$ cat src/fse_pkg.sv
// shared constants, register codes and cordic angle table for the fourier series evaluator
`default_nettype none

package fse_pkg;

  // default parameter values
  localparam int MAX_ORDER_DEF  = 3;
  localparam int ANGLE_BITS_DEF = 16;
  localparam int COEF_BITS_DEF  = 16;

  // cordic setup
  localparam int CORDIC_ITERS = 16;
  localparam int ITER_W       = $clog2(CORDIC_ITERS);
  localparam int CW           = 32;
  localparam int TRIG_W       = 16;
  localparam logic signed [CW-1:0] CORDIC_X0 = 32'sd652032874;

  // result format
  localparam int OUT_W = 19;
  localparam int FRAC_SHIFT = 14;

  // configuration register indexes
  localparam int CFG_IDX_W = 3;
  localparam logic [CFG_IDX_W-1:0] CFG_ORDER = 3'd0;
  localparam logic [CFG_IDX_W-1:0] CFG_A0    = 3'd1;
  localparam logic [CFG_IDX_W-1:0] CFG_A1    = 3'd2;
  localparam logic [CFG_IDX_W-1:0] CFG_B1    = 3'd3;
  localparam logic [CFG_IDX_W-1:0] CFG_A2    = 3'd4;
  localparam logic [CFG_IDX_W-1:0] CFG_B2    = 3'd5;
  localparam logic [CFG_IDX_W-1:0] CFG_A3    = 3'd6;
  localparam logic [CFG_IDX_W-1:0] CFG_B3    = 3'd7;

  // request types
  localparam logic REQ_SUM  = 1'b0;
  localparam logic REQ_TERM = 1'b1;

  // atan(2^-i) in 2^32-per-turn units
  function automatic logic signed [CW-1:0] atan_lut(input logic [ITER_W-1:0] idx);
    logic signed [CW-1:0] v;
    case (idx)
      4'd0:    v = 32'sd536870912;
      4'd1:    v = 32'sd316933406;
      4'd2:    v = 32'sd167458907;
      4'd3:    v = 32'sd85004756;
      4'd4:    v = 32'sd42667331;
      4'd5:    v = 32'sd21354465;
      4'd6:    v = 32'sd10679838;
      4'd7:    v = 32'sd5340245;
      4'd8:    v = 32'sd2670163;
      4'd9:    v = 32'sd1335087;
      4'd10:   v = 32'sd667544;
      4'd11:   v = 32'sd333772;
      4'd12:   v = 32'sd166886;
      4'd13:   v = 32'sd83443;
      4'd14:   v = 32'sd41722;
      default: v = 32'sd20861;
    endcase
    return v;
  endfunction

endpackage

`default_nettype wire

$ cat src/fourier_series_evaluator.sv
// truncated fourier series evaluator with one shared cordic and one shared multiplier
//
//  channel | direction | handshake            | payload
//  --------+-----------+----------------------+--------------------------------------
//  in      | to block  | in_valid / in_stall  | in_req_type, in_harmonic, in_angle
//  out     | from block| out_valid / out_stall| out_value
//  cfg     | to block  | cfg_valid / cfg_ready| cfg_index, cfg_data
//
// one item at a time: each harmonic runs load, 16 cordic steps on the shared rotator, fold,
// two products and accumulate on the shared multiplier, then round and present; in_stall stays
// high from the input transfer until the output transfer and drops the cycle after it.
// synchronous active-low reset clears the sequencer and all configuration registers.
// cfg_ready is always high; the user must write the registers only while the block is idle,
// as the block itself does not enforce it.
`default_nettype none

module fourier_series_evaluator #(
  parameter int MAX_ORDER  = fse_pkg::MAX_ORDER_DEF,
  parameter int ANGLE_BITS = fse_pkg::ANGLE_BITS_DEF,
  parameter int COEF_BITS  = fse_pkg::COEF_BITS_DEF
) (
  input  wire                                clk,
  input  wire                                rst_n,
  // input item
  input  wire                                in_valid,
  output logic                               in_stall,
  input  wire                                in_req_type,
  input  wire  [1:0]                         in_harmonic,
  input  wire  [ANGLE_BITS-1:0]              in_angle,
  // result item
  output logic                               out_valid,
  input  wire                                out_stall,
  output logic signed [fse_pkg::OUT_W-1:0]   out_value,
  // configuration writes
  input  wire                                cfg_valid,
  output logic                               cfg_ready,
  input  wire  [fse_pkg::CFG_IDX_W-1:0]      cfg_index,
  input  wire  [COEF_BITS-1:0]               cfg_data
);

  localparam int KW     = $clog2(MAX_ORDER + 1);
  localparam int PROD_W = COEF_BITS + fse_pkg::TRIG_W;
  localparam int ACC_W  = (COEF_BITS + 18 > 34) ? COEF_BITS + 18 : 34;
  localparam int RW     = ACC_W - fse_pkg::FRAC_SHIFT;
  localparam int CW     = fse_pkg::CW;
  localparam int OUT_W  = fse_pkg::OUT_W;

  // sequencer states
  localparam logic [3:0] S_IDLE   = 4'd0;
  localparam logic [3:0] S_START  = 4'd1;
  localparam logic [3:0] S_CORDIC = 4'd2;
  localparam logic [3:0] S_FOLD   = 4'd3;
  localparam logic [3:0] S_MULC   = 4'd4;
  localparam logic [3:0] S_MULS   = 4'd5;
  localparam logic [3:0] S_ACCS   = 4'd6;
  localparam logic [3:0] S_ROUND  = 4'd7;
  localparam logic [3:0] S_OUT    = 4'd8;

  logic [3:0] state_r, state_nxt;

  // configuration registers
  logic [1:0]                  order_r;
  logic signed [COEF_BITS-1:0] coef_a0_r;
  logic signed [COEF_BITS-1:0] coef_a_r [1:MAX_ORDER];
  logic signed [COEF_BITS-1:0] coef_b_r [1:MAX_ORDER];

  // item registers
  logic [ANGLE_BITS-1:0]          angle_r;
  logic [ANGLE_BITS-1:0]          phase_r;
  logic [KW-1:0]                  k_r;
  logic [KW-1:0]                  last_k_r;
  logic signed [ACC_W-1:0]        acc_r;

  // cordic registers
  logic signed [CW-1:0]           x_r, y_r, z_r;
  logic [1:0]                     quad_r;
  logic [fse_pkg::ITER_W-1:0]     it_r;
  logic signed [fse_pkg::TRIG_W-1:0] cos_r, sin_r;

  // multiplier and output registers
  logic signed [PROD_W-1:0]       prod_r;
  logic                           out_valid_r;
  logic signed [OUT_W-1:0]        out_value_r;

  logic in_xfer, out_xfer, cfg_xfer;

  assign in_stall  = (state_r != S_IDLE);
  assign in_xfer   = in_valid && !in_stall;
  assign out_valid = out_valid_r;
  assign out_value = out_value_r;
  assign out_xfer  = out_valid_r && !out_stall;
  assign cfg_ready = 1'b1;
  assign cfg_xfer  = cfg_valid && cfg_ready;

  // request decode at the input transfer
  logic [1:0]              ord_eff;
  logic signed [ACC_W-1:0] a0_scaled;
  logic                    no_harm;
  logic                    term_zero;

  assign ord_eff   = (order_r > 2'(MAX_ORDER)) ? 2'(MAX_ORDER) : order_r;
  assign a0_scaled = ACC_W'(coef_a0_r) <<< fse_pkg::FRAC_SHIFT;
  assign term_zero = (in_harmonic > 2'(MAX_ORDER));
  assign no_harm   = (in_req_type == fse_pkg::REQ_SUM) ? (ord_eff == 2'd0)
                                                       : (in_harmonic == 2'd0 || term_zero);

  // phase to cordic start value
  logic [CW-1:0]        phase_turn;
  logic signed [CW-1:0] z_init;

  assign phase_turn = CW'(phase_r) << (CW - ANGLE_BITS);
  assign z_init     = {2'b00, phase_turn[CW-3:0]};

  // one cordic micro-rotation
  logic signed [CW-1:0] dx, dy, atan_v;
  logic                 z_pos;

  assign dx     = y_r >>> it_r;
  assign dy     = x_r >>> it_r;
  assign atan_v = fse_pkg::atan_lut(it_r);
  assign z_pos  = !z_r[CW-1];

  // quadrant fold and rounding to q.14
  logic signed [CW-1:0] cx, cy, cx_rnd, cy_rnd;

  always_comb begin
    case (quad_r)
      2'd0:    begin cx = x_r;  cy = y_r;  end
      2'd1:    begin cx = -y_r; cy = x_r;  end
      2'd2:    begin cx = -x_r; cy = -y_r; end
      default: begin cx = y_r;  cy = -x_r; end
    endcase
  end

  assign cx_rnd = cx + 32'sd32768;
  assign cy_rnd = cy + 32'sd32768;

  // shared multiplier
  logic signed [COEF_BITS-1:0]       mul_a;
  logic signed [fse_pkg::TRIG_W-1:0] mul_b;

  assign mul_a = (state_r == S_MULC) ? coef_a_r[k_r] : coef_b_r[k_r];
  assign mul_b = (state_r == S_MULC) ? cos_r : sin_r;

  // rounding and saturation of the accumulator
  logic signed [ACC_W-1:0] acc_rnd;
  logic signed [RW-1:0]    res_wide;
  logic signed [OUT_W-1:0] res_sat;

  assign acc_rnd  = acc_r + ACC_W'(8192);
  assign res_wide = acc_rnd[ACC_W-1:fse_pkg::FRAC_SHIFT];

  always_comb begin
    if (res_wide[RW-1:OUT_W-1] == {(RW-OUT_W+1){res_wide[OUT_W-1]}}) begin
      res_sat = res_wide[OUT_W-1:0];
    end else if (res_wide[RW-1]) begin
      res_sat = {1'b1, {(OUT_W-1){1'b0}}};
    end else begin
      res_sat = {1'b0, {(OUT_W-1){1'b1}}};
    end
  end

  // sequencer
  always_comb begin
    state_nxt = state_r;
    unique case (state_r)
      S_IDLE: begin
        if (in_xfer) state_nxt = no_harm ? S_ROUND : S_START;
      end
      S_START:  state_nxt = S_CORDIC;
      S_CORDIC: begin
        if (it_r == fse_pkg::ITER_W'(fse_pkg::CORDIC_ITERS - 1)) state_nxt = S_FOLD;
      end
      S_FOLD:   state_nxt = S_MULC;
      S_MULC:   state_nxt = S_MULS;
      S_MULS:   state_nxt = S_ACCS;
      S_ACCS:   state_nxt = (k_r == last_k_r) ? S_ROUND : S_START;
      S_ROUND:  state_nxt = S_OUT;
      S_OUT: begin
        if (out_xfer) state_nxt = S_IDLE;
      end
      default:  state_nxt = S_IDLE;
    endcase
  end

  // control registers
  always_ff @(posedge clk) begin
    if (!rst_n) begin
      state_r     <= S_IDLE;
      out_valid_r <= 1'b0;
    end else begin
      state_r <= state_nxt;
      if (state_r == S_ROUND) begin
        out_valid_r <= 1'b1;
      end else if (out_xfer) begin
        out_valid_r <= 1'b0;
      end
    end
  end

  // configuration registers
  always_ff @(posedge clk) begin
    if (!rst_n) begin
      order_r   <= 2'd0;
      coef_a0_r <= '0;
      for (int j = 1; j <= MAX_ORDER; j++) begin
        coef_a_r[j] <= '0;
        coef_b_r[j] <= '0;
      end
    end else if (cfg_xfer) begin
      if (cfg_index == fse_pkg::CFG_ORDER) order_r <= cfg_data[1:0];
      if (cfg_index == fse_pkg::CFG_A0) coef_a0_r <= cfg_data;
      for (int j = 1; j <= MAX_ORDER; j++) begin
        if (cfg_index == fse_pkg::CFG_A1 + fse_pkg::CFG_IDX_W'(2 * (j - 1))) begin
          coef_a_r[j] <= cfg_data;
        end
        if (cfg_index == fse_pkg::CFG_B1 + fse_pkg::CFG_IDX_W'(2 * (j - 1))) begin
          coef_b_r[j] <= cfg_data;
        end
      end
    end
  end

  // datapath
  always_ff @(posedge clk) begin
    case (state_r)
      S_IDLE: begin
        if (in_xfer) begin
          angle_r <= in_angle;
          if (in_req_type == fse_pkg::REQ_SUM) begin
            acc_r    <= a0_scaled;
            k_r      <= KW'(1);
            last_k_r <= KW'(ord_eff);
            phase_r  <= in_angle;
          end else begin
            acc_r    <= (in_harmonic == 2'd0) ? a0_scaled : '0;
            k_r      <= KW'(in_harmonic);
            last_k_r <= KW'(in_harmonic);
            phase_r  <= ANGLE_BITS'(in_angle * in_harmonic);
          end
        end
      end
      S_START: begin
        x_r    <= fse_pkg::CORDIC_X0;
        y_r    <= '0;
        z_r    <= z_init;
        quad_r <= phase_turn[CW-1:CW-2];
        it_r   <= '0;
      end
      S_CORDIC: begin
        if (z_pos) begin
          x_r <= x_r - dx;
          y_r <= y_r + dy;
          z_r <= z_r - atan_v;
        end else begin
          x_r <= x_r + dx;
          y_r <= y_r - dy;
          z_r <= z_r + atan_v;
        end
        it_r <= it_r + 1'b1;
      end
      S_FOLD: begin
        cos_r <= cx_rnd[CW-1:CW-fse_pkg::TRIG_W];
        sin_r <= cy_rnd[CW-1:CW-fse_pkg::TRIG_W];
      end
      S_MULC: begin
        prod_r <= mul_a * mul_b;
      end
      S_MULS: begin
        acc_r  <= acc_r + ACC_W'(prod_r);
        prod_r <= mul_a * mul_b;
      end
      S_ACCS: begin
        acc_r   <= acc_r + ACC_W'(prod_r);
        k_r     <= k_r + 1'b1;
        phase_r <= phase_r + angle_r;
      end
      S_ROUND: begin
        out_value_r <= res_sat;
      end
      default: begin
      end
    endcase
  end

`ifndef SYNTHESIS
  // a result is only shown in the output state
  a_valid_in_out: assert property (@(posedge clk) disable iff (!rst_n)
    out_valid_r |-> (state_r == S_OUT))
    else $error("result valid outside output state");

  // no new item while a result is pending
  a_no_accept_busy: assert property (@(posedge clk) disable iff (!rst_n)
    !in_stall |-> !out_valid)
    else $error("input open while result pending");

  // the rotator runs exactly its fixed number of steps
  a_cordic_len: assert property (@(posedge clk) disable iff (!rst_n)
    (state_r == S_CORDIC && it_r == fse_pkg::ITER_W'(fse_pkg::CORDIC_ITERS - 1))
    |=> (state_r == S_FOLD))
    else $error("cordic did not end after last step");

  // last harmonic leads to rounding
  a_last_harm: assert property (@(posedge clk) disable iff (!rst_n)
    (state_r == S_ACCS && k_r == last_k_r) |=> (state_r == S_ROUND))
    else $error("sum did not stop at last harmonic");

  // result leaves only by a transfer
  a_out_hold: assert property (@(posedge clk) disable iff (!rst_n)
    (state_r == S_OUT && out_stall) |=> (state_r == S_OUT && $stable(out_value_r)))
    else $error("result dropped while stalled");
`endif

endmodule

`default_nettype wire

$ cat config.mk
export PLATFORM = sky130hd
export DESIGN_NAME = fourier_series_evaluator
export DESIGN_NICKNAME = d
export VERILOG_FILES = /design/src/fse_pkg.sv /design/src/fourier_series_evaluator.sv
export SDC_FILE = /design/constraint.sdc
export NUM_CORES = 2
export LEC_CHECK = 0
export BUFFER_PORTS_ARGS = -buffer_cell sky130_fd_sc_hd__buf_2
export CORE_UTILIZATION = 50
export CTS_BUF_LIST = sky130_fd_sc_hd__clkbuf_4
export DETAILED_ROUTE_END_ITERATION = 6
export GPL_ROUTABILITY_DRIVEN = 0
export PLACE_DENSITY = 0.64
export SLEW_MARGIN = 20
export SYNTH_ARGS = -nofsm -noshare
export SYNTH_HDL_FRONTEND = slang
export SYNTH_SLANG_ARGS = --single-unit
$ cat constraint.sdc
create_clock -name clk -period 20.5 [get_ports clk]
set_clock_uncertainty 0.05 [all_clocks]
set_input_delay 4.1 -clock clk [delete_from_list [all_inputs] [get_ports clk]]
set_output_delay 4.1 -clock clk [all_outputs]
set_load 0.01 [all_outputs]
==> impl_metrics.tcl <==
set metrics [dict create \
    htree_levels 3 \
    drtIter0Drc 2171 \
    path_class "reg -> reg" \
    top_layer "met5" \
    rsz0062_at_grt "no" \
    slew_headroom_pct 24.4 \
    core_area_um2 80900 \
    finalCritPeriodShare_pct 44.4 \
    route.met3.wl_um 6240 \
    cts_tree "done" \
    dieArea_um2 83300 \
    grt_use_total_pct 25.4 \
    die_w_um 289 \
    grt_pass1_wl_um 169000 \
    timing.reg2reg.setup_slack_ns 11.40 \
    dr.pass1.iters 5 \
    post_cts_buffers 0 \
    drc 0 \
    fp-row-count 104 \
    worst_setup_path_start_kind "register" \
    cts_resized 0 \
    start_util_pct 50.8 \
    syn_avg_cell_area_um2 9.51 \
    yosysTopAreaCellShare_pct 25.7 \
    postRouteAntennaNets 0 \
    maxCapViolCount 0 \
    io_buffers 63 \
    synthCells 4319 \
    io_pins 65 \
    root_buffer "clkbuf_4" \
    synth_area_leaders "edfxtp_1 (26%), fa_1 (13%), ha_1 (7.6%)" \
    synth_area_leader_cell "edfxtp_1" \
    vias 31600 \
    drt_wl_total_um 105000 \
    global_route.overflow_total 0 \
    ys_seq_elements 406 \
    timing.rr.end "prod_r[31]$_DFFE_PP_" \
    fmax_mhz 110 \
    cts.path.max_buffers 3 \
    syn2layout_area_growth_pct 6.75 \
    cp_num_cells 26 \
    critPathCaptureType "register" \
    postSynth.asyncResetShare_pct 0 \
    grt_antenna_before_repair 5 \
    synth_seq_area_share_pct 28.3 \
    hold_violations 0 \
    grt_pass1_vias 31200 \
    via_per_inst 5.73 \
    ctsHoldBuffers 0 \
    tns_ns 0 \
    path_max_fanout 59 \
    wl_met1_um 46000 \
    numCtsBuffers 113 \
    status "completed" \
    rr_startpoint "state_r[2]$_SDFFE_PN0P_" \
    syn-cell-area_um2 41100 \
    synth_edf_count 351 \
    path_clk_slew_ns 0.07 \
    cp_common_cell "fa_1" \
    grt_max_degree 72 \
    endpoint "prod_r[31]$_DFFE_PP_" \
    cts_sinks 406 \
    cp_data_required_time_ns 21.10 \
    slew_viol_final 0 \
    syn_nets 4881 \
    clk_latency_ns 0.96 \
    setup_viol 0 \
    layout_min_cycle_time_ns 9.10 \
    worstMarginPinSlew_ns 1.13 \
    hp-class "reg -> reg" \
    nFillCells 7521 \
    drive_gt1_share_pct 11.1 \
    critPathSlowestCell "buf_4" \
    startpoint "state_r[2]$_SDFFE_PN0P_" \
    cp.arrival_ns 9.71 \
    die-height_um 289 \
    crit_family "adder cells" \
    cpPeakStageDelay_ns 0.71 \
    hpwl_um 78700 \
    final_cell_mix "inv_1 (407), nand2_1 (397), nor2_1 (396)" \
    dr_wl_met2_um 49400 \
    ys.flop_type "edfxtp_1" \
    fin_nets 4926 \
    final_common_cell "inv_1" \
    ys_warn_count 0 \
    r2r.worst_path.cells 26 \
    worst-path-buf-inv 4 \
    wl_per_cell_um 19.0 \
    ys_types 98 \
]
stage by stage:
step / hold WS (ns) / setup slack [ns] / cells / cell area [um2] / utilization (%)
global placement: 0.403 / 11.56 / 5309 / 42300 / 52.3
finish: 0.418 / 11.40 / 5523 / 43900 / 54.2
global route: 0.442 / 10.97 / 5520 / 43800 / 54.2
detailed placement: 0.409 / 11.49 / 5309 / 42300 / 52.3
CTS: 0.420 / 11.41 / 5518 / 43800 / 54.2
floorplan: 0.381 / 11.93 / 4319 / 41100 / -
registers in the layout, indices dropped and copies added (netlist names), named ones only:
register and cells:
prod_r 32, z_r 32, angle_r 16, cos_r 16, acc_r 34, atan_v 30, out_valid 1, y_r 32
x_r 32, phase_r 16, it_r 4, coef_a0_r 16, last_k_r 2, sin_r 16, coef_a_r 48, out_value 19
quad_r 2, coef_b_r 48, k_r 2, order_r 2, state_r 4
metal layers:
metal / vias up / track usage [%]
li1: 15200 / -
met1: 15300 / 33.9
met2: 917 / 42.0
met3: 216 / 4.10
met4: 4 / 8.58
met5: - / 0
cell families (layout without fill, tap and decap cells):
logic type,after synthesis,in the layout,synth area share (%)
xor gates and xnor gates,352,352,7.52
AOI/OAI and AO/OA,847,847,13.2
muxes,237,237,8.62
and+or+nand+nor,1358,1358,15.9
DFF,406,406,28.3
buffers and inverters,599,738,5.80
other,1,6,0.00913
adders and majority gates,519,519,20.7
cells in the mapped netlist (36+ instances only):
cell	count
a21o_1	101
a21oi_1	259
a31oi_1	36
and2_1	148
and3_1	39
clkbuf_1	134
dfxtp_1	55
edfxtp_1	351
fa_1	268
ha_1	251
inv_1	408
mux2_2	45
mux2i_1	106
mux4_2	76
nand2_1	398
nand2b_1	49
nand3_1	66
nor2_1	398
nor3_1	61
o21a_1	36
o21ai_0	177
xnor2_1	183
xor2_1	168
worst min path at each step:
stage | from | endpoint | slack (ns) | depth (start not counted)
finish | coef_a0_r[7]$_SDFFE_PN0P_ | coef_a0_r[7]$_SDFFE_PN0P_ | 0.42 | 2
global route | coef_a0_r[4]$_SDFFE_PN0P_ | coef_a0_r[4]$_SDFFE_PN0P_ | 0.44 | 2
CTS | coef_a0_r[7]$_SDFFE_PN0P_ | coef_a0_r[7]$_SDFFE_PN0P_ | 0.42 | 2
detailed placement | coef_a0_r[1]$_SDFFE_PN0P_ | coef_a0_r[1]$_SDFFE_PN0P_ | 0.41 | 2
global placement | coef_a0_r[0]$_SDFFE_PN0P_ | coef_a0_r[0]$_SDFFE_PN0P_ | 0.40 | 2
floorplan | phase_r[14]$_DFFE_PP_ | quad_r[0]$_DFFE_PP_ | 0.38 | 0
final cells by class:
cell class	count	area (um2)	area share [%]
multi-input combinational	3314	27100	61.8
sequential	406	11600	26.5
inverter	409	1540	3.51
tap	1060	1330	3.02
clock buffer	174	1310	2.98
timing repair buffer	120	743	1.69
clock inverter	35	195	0.445
antenna	5	12.5	0.0285
worst reg2reg max path, stage by stage, from the launching register on:
cell and delay, ns:
dfxtp_1 0.54, nand2b_1 0.15, nor3_2 0.11, buf_4 0.71, mux2i_1 0.26, o21ai_1 0.70
nand2_1 0.18, fa_1 0.60, fa_1 0.44, fa_1 0.51, inv_1 0.04, ha_1 0.30
fa_1 0.53, inv_1 0.05, fa_1 0.52, inv_1 0.04, ha_1 0.34, a21o_1 0.20
a21o_1 0.19, a2111o_1 0.41, o221a_2 0.25, a31oi_1 0.45, o221ai_1 0.25, or4_1 0.46
a31o_2 0.25, a21oi_1 0.17, xnor2_1 0.08
Power is not shown: default switching activity piles up to over one toggle a cycle in this logic, so the estimate is an artifact.
